## src/facull_pkg.sv

```systemverilog
// Shared types and constants for the frustum / box cull test.
// No dependencies; imported by every module of the block.
package facull_pkg;

   localparam int COORD_WIDTH = 16;
   localparam int COEF_WIDTH  = 16;
   localparam int FRAC_BITS   = 14;
   localparam int REG_COUNT   = 6;
   localparam int CSR_IDX_W   = 3;
   localparam int CSR_DATA_W  = 64;
   localparam int PROD_WIDTH  = COORD_WIDTH + COEF_WIDTH;
   localparam int SUM_WIDTH   = PROD_WIDTH + 2;

   localparam logic [1:0] VERDICT_OUTSIDE  = 2'd0;
   localparam logic [1:0] VERDICT_STRADDLE = 2'd1;
   localparam logic [1:0] VERDICT_INSIDE   = 2'd2;

   typedef struct packed {
      logic signed [COEF_WIDTH-1:0] d;
      logic signed [COEF_WIDTH-1:0] nz;
      logic signed [COEF_WIDTH-1:0] ny;
      logic signed [COEF_WIDTH-1:0] nx;
   } plane_type;

   typedef struct packed {
      logic signed [COORD_WIDTH-1:0] box_min_x;
      logic signed [COORD_WIDTH-1:0] box_min_y;
      logic signed [COORD_WIDTH-1:0] box_min_z;
      logic signed [COORD_WIDTH-1:0] box_max_x;
      logic signed [COORD_WIDTH-1:0] box_max_y;
      logic signed [COORD_WIDTH-1:0] box_max_z;
   } req_type;

   typedef struct packed {
      logic [1:0] verdict;
      logic [2:0] deciding_plane;
   } rsp_type;

endpackage

```

## src/facull_csr.sv

```systemverilog
// Plane register file: one 64-bit register per stored plane, written by index.
// Planes past the register count read as zero. Depends on facull_pkg.
module facull_csr
   import facull_pkg::*;
#(
   parameter int NUM_PLANES = 6
) (
   input  logic                  clock,
   input  logic                  reset,
   input  logic                  csr_wr_en,
   input  logic [CSR_IDX_W-1:0]  csr_index,
   input  logic [CSR_DATA_W-1:0] csr_wdata,
   output plane_type             planes [NUM_PLANES]
);

   localparam int STORED = (NUM_PLANES < REG_COUNT) ? NUM_PLANES : REG_COUNT;

   plane_type plane_ff [STORED];
   plane_type plane_in [STORED];

   always_comb begin
      for (int i = 0; i < STORED; i++) begin
         plane_in[i] = plane_ff[i];
         if (csr_wr_en && (csr_index == CSR_IDX_W'(i))) begin
            plane_in[i] = plane_type'(csr_wdata);
         end
      end
   end

   always_ff @(posedge clock) begin
      if (reset) begin
         for (int i = 0; i < STORED; i++) begin
            plane_ff[i] <= '0;
         end
      end else begin
         plane_ff <= plane_in;
      end
   end

   always_comb begin
      for (int i = 0; i < NUM_PLANES; i++) begin
         planes[i] = (i < STORED) ? plane_ff[i] : '0;
      end
   end

endmodule

```

## config.mk

```make
export PLATFORM = sky130hd
export DESIGN_NAME = facull_csr
export DESIGN_NICKNAME = d
export VERILOG_FILES = /design/src/facull_pkg.sv /design/src/facull_csr.sv
export SDC_FILE = /design/constraint.sdc
export NUM_CORES = 1
export LEC_CHECK = 0
export ABC_AREA = 0
export BUFFER_PORTS_ARGS = -buffer_cell sky130_fd_sc_hd__buf_2
export CORE_UTILIZATION = 40
export CTS_BUF_LIST = sky130_fd_sc_hd__clkbuf_4 sky130_fd_sc_hd__clkbuf_8 sky130_fd_sc_hd__clkbuf_16
export CTS_CLUSTER_SIZE = 40
export DETAILED_ROUTE_END_ITERATION = 8
export SYNTH_ARGS = -nofsm -noshare
export SYNTH_HDL_FRONTEND = slang
export SYNTH_SLANG_ARGS = --single-unit
export TNS_END_PERCENT = 5
```

## constraint.sdc

```tcl
create_clock -name clock -period 3.2 [get_ports clock]
set_input_delay 0.16 -clock clock [delete_from_list [all_inputs] [get_ports clock]]
set_output_delay 0.16 -clock clock [all_outputs]
set_load 0.05 [all_outputs]
```

Yosys cells after proc, flatten, opt, wreduce, memory -nomap -nowiden. Cells that the tools add are included.

Eq/ne operators: 5. Reduce and logical (&&, ||, !) cells: 7.

Operators with widths (count): $eq A3 B2 Y1 const B (2); $eq A3 B3 Y1 const B (2); $logic_and A1 B1 Y1 (6); $eq A3 B1 Y1 const B (1); $logic_not A3 Y1 (1).

Output and inout bits: 384. Word-level logic and storage cells: 36. Input bits: 70. Bits in registers: 384.

Logic depth before layout (Yosys ltp).
Depth in word-level cells: 2. Depth in mapped cells: 5. Gate-level depth less buffers: 2.

Least setup slack after synthesis. Ideal clock, no wire load.

Path type: input -> register. Start point: in csr_index[0]. End point: reg plane_ff, in the netlist planes[373]. Library setup time: 0.124 ns. Data required time: 3.076 ns. Path slack: 2.015 ns. Path buffers: 2. Stages: 4. Arrival time: 1.061 ns. Cells stage by stage: or4b_1 clkbuf_2 buf_6 mux2i_1.

Cells in the longest elaborated chain, start to end: 2.

Ends and longest elaborated chain: start, declared (line facull_csr.sv:11) `input logic [CSR_IDX_W-1:0] csr_index,`; $logic_not A3 Y1 (line facull_csr.sv:24) `if (csr_wr_en && (csr_index == CSR_IDX_W'(i))) begin`; $logic_and A1 B1 Y1 (line facull_csr.sv:24); end signal, assigned (line facull_csr.sv:36) `plane_ff <= plane_in;`; end, declared (line facull_csr.sv:18) `plane_type plane_ff [STORED];`.

No other way between the ends. A chain may end at the register's enable or synchronous reset.

Final worst setup path.
Start point: reg plane_ff, in the netlist planes[204]. End point: out planes[204] (netlist name).

RTL lines: end, declared (line facull_csr.sv:13) `output plane_type planes [NUM_PLANES]`.

No word-level cell between the ends.

==> results.sh <==
export IMPL_dieArea_mm2=0.0379
export IMPL_crit_type="reg -> out"
export IMPL_intPower_mw=8.23
export IMPL_skew_ns=0
export IMPL_crit_path_top_delay_cell="dfxtp_1"
export IMPL_syn_mean_instance_area_um2=11.3
export IMPL_cts_sinks=384
export IMPL_yosys_cell_types_count=13
export IMPL_tightest_slew_ns=0.758
export IMPL_p_seq_share_pct=45.2
export IMPL_path_buf_inv=1
export IMPL_finalSetupViolCount=0
export IMPL_crit_chain="buf_2"
export IMPL_finalHoldViolCount=0
export IMPL_cts_tree="built"
export IMPL_r2r_end="planes[204]"
export IMPL_die_h_um=195
export IMPL_cp_required_ns=3.04
export IMPL_drt_total_wl_mm=41.9
export IMPL_syn2layout_area_growth_pct=28.3
export IMPL_fmax_mhz=728
export IMPL_portBuffers=453
export IMPL_largest_reg_flops=384
export IMPL_min_to="planes[95]"
export IMPL_ys_seq_area_share_pct=51.8
export IMPL_ff2ff_path_depth=2
export IMPL_ctsHtreeMaxLevel=2
export IMPL_fill_cells=3392
export IMPL_grt_overflow_total=0
export IMPL_insertion_delay_ns=0.54
export IMPL_final_common_cell="buf_2"
export IMPL_yosysWarnings=0
export IMPL_syn_nets=1387
export IMPL_synth_top_cell_area_share_pct=51.8
export IMPL_vias_per_cell=4.77
export IMPL_utilization_pct=52.1
export IMPL_fp_row_count=70
export IMPL_place_gp_congestion=0.790
export IMPL_grt_total_usage_pct=21.8
export IMPL_worstSetupStartpointType="register"
export IMPL_synth_cell_area_mm2=0.0148
export IMPL_wl_per_cell_um=18.7
export IMPL_synthTopCellsByArea="dfxtp_1, mux2i_1, nand2b_1"
export IMPL_dp_cells=2163
export IMPL_leakagePower_nw=10.2
export IMPL_r2r_start="planes[204]"
export IMPL_final_cells=2244
export IMPL_cts_clk_slew_worst_paths_ns=0.06
export IMPL_drt_first_pass_iters=6
export IMPL_finalCriticalPeriod_ns=1.37
export IMPL_cap_viol_max_count=0
export IMPL_hpwl_mm=28.4
export IMPL_grt_pass1_wl_mm=64.3
export IMPL_cts_setup_buffers=0
export IMPL_worst_slack_ns=1.83
export IMPL_route_detailed_drc=0
export IMPL_mostFrequentLayoutCells="buf_2, nand2b_1, mux2i_1, dfxtp_1, clkbuf_16"
export IMPL_final_period_utilization_pct=43.0
export IMPL_antenna_found_initial=0
export IMPL_fin_nets=1815
export IMPL_hold_depth=3
export IMPL_pwr_share_comb_pct=9.5
export IMPL_min_delay_start="csr_wdata[31]"
export IMPL_p_switching_mw=2.69
export IMPL_crit_path_end_kind="primary output"
export IMPL_grt_max_degree=99
export IMPL_critPathMaxFanout=2
export IMPL_grt_pass1_vias=10707
export IMPL_rrSetupSlack_ns=2.55
export IMPL_worst_ir_drop_vdd_uv=369
export IMPL_power_density_mw_per_mm2=574
export IMPL_preCtsSetupSlack_ns=1.25
export IMPL_tns_ns=0
export IMPL_synth_area_leader_cell="dfxtp_1"
export IMPL_report_final_slew_viol_count=0
export IMPL_die_w_um=195
export IMPL_holdCritPathClass="in -> reg"
export IMPL_cts_max_path_buffers=3
export IMPL_crit_arrival_ns=1.21
export IMPL_start_util_pct=40.6
export IMPL_rsz0062_at_grt="no"
export IMPL_n_antenna_cell=0
export IMPL_cp_top_family="flip-flops"
export IMPL_relSlewSlack_pct=49.5
export IMPL_cts_root_buf="clkbuf_16"
export IMPL_hold_worst_slack_ns=0.0346
export IMPL_core_mm2=0.0365
export IMPL_sw_frac_of_total_pct=24.7
export IMPL_slowest_delay_ns=0.38
export IMPL_drive_gt1_share_pct=31.1
export IMPL_io_pins=454
export IMPL_p_clk_share_pct=45.3
export IMPL_drtIter0Drc=370
export IMPL_ys_ff_latch=384
export IMPL_via_count=10701
export IMPL_synthCells=1317
export IMPL_postRouteAntennaNets=0
export IMPL_cts_buffers=43
export IMPL_status="finished, final reports clean"
final cells by class:
| type | count | area, um2 | share of cell area, % |
|---|---|---|---|
| sequential | 384 | 7690 | 40.4 |
| multi-input combinational | 840 | 6780 | 35.6 |
| timing repair buffer | 476 | 2550 | 13.4 |
| clock buffer | 67 | 1340 | 7.01 |
| tap | 468 | 586 | 3.08 |
| clock inverter | 9 | 98.8 | 0.519 |
metrics by stage:
step	power, mW	cell area, um2
after global placement	6.07	17600
after global routing	11.3	19000
after floorplan	5.78	14800
after detailed placement	6.08	17600
final	10.9	19000
after CTS	11.1	19000
worst max path at each step:
stage,startpoint,to,cells after the start
finish,planes[204],planes[204],1
global route,csr_index[2],planes[251],4
CTS,planes[204],planes[204],1
detailed placement,csr_index[2],planes[235],4
global placement,csr_index[2],planes[252],4
floorplan,csr_index[0],planes[373],4
power groups by stage:
stage               registers [mW]  clock network, mW  logic [mW]
finish                        4.94               4.96        1.03
global route                  4.95               5.28        1.08
CTS                           4.94               5.09        1.04
detailed placement            5.04                  0        1.04
global placement              5.04                  0        1.03
floorplan                     5.41                  0       0.370
synthesized netlist by cell type:
cell       instances
clkbuf_1          49
dfxtp_1          384
clkbuf_2           1
and4bb_2           1
mux2i_1          384
nand4bb_1          3
nand4b_1           2
nand2b_1         448
nor4b_1            1
or4b_1             1
buf_4              5
buf_2             37
buf_6              1
tightest hold or removal path: cells and delay by family:
family        cells  cell delay, ns
buf+inv           1            0.07
mux               1            0.15
simple gates      1            0.14
metal layers:
metal | GRT usage (%) | vias up | share of wire (%)
met5 | 0 | - | 0
met4 | 9.79 | 0 | 3.8
met3 | 5.64 | 80 | 6.0
met2 | 36.0 | 307 | 47
met1 | 26.7 | 5105 | 43
li1 | - | 5209 | -
cell families after synthesis:
| logic type | Yosys count | share of synthesized area (%) |
|---|---|---|
| mux | 384 | 25.9 |
| flops | 384 | 51.8 |
| simple gates | 456 | 19.4 |
| buf+inv | 93 | 2.85 |
repair_timing:
item	in CTS	in global routing
gates resized for setup	0	0
hold endpoints to repair	16	0
hold buffers	5	0
endpoints found under the setup margin	0	0
(Power assumes the default switching activity.)
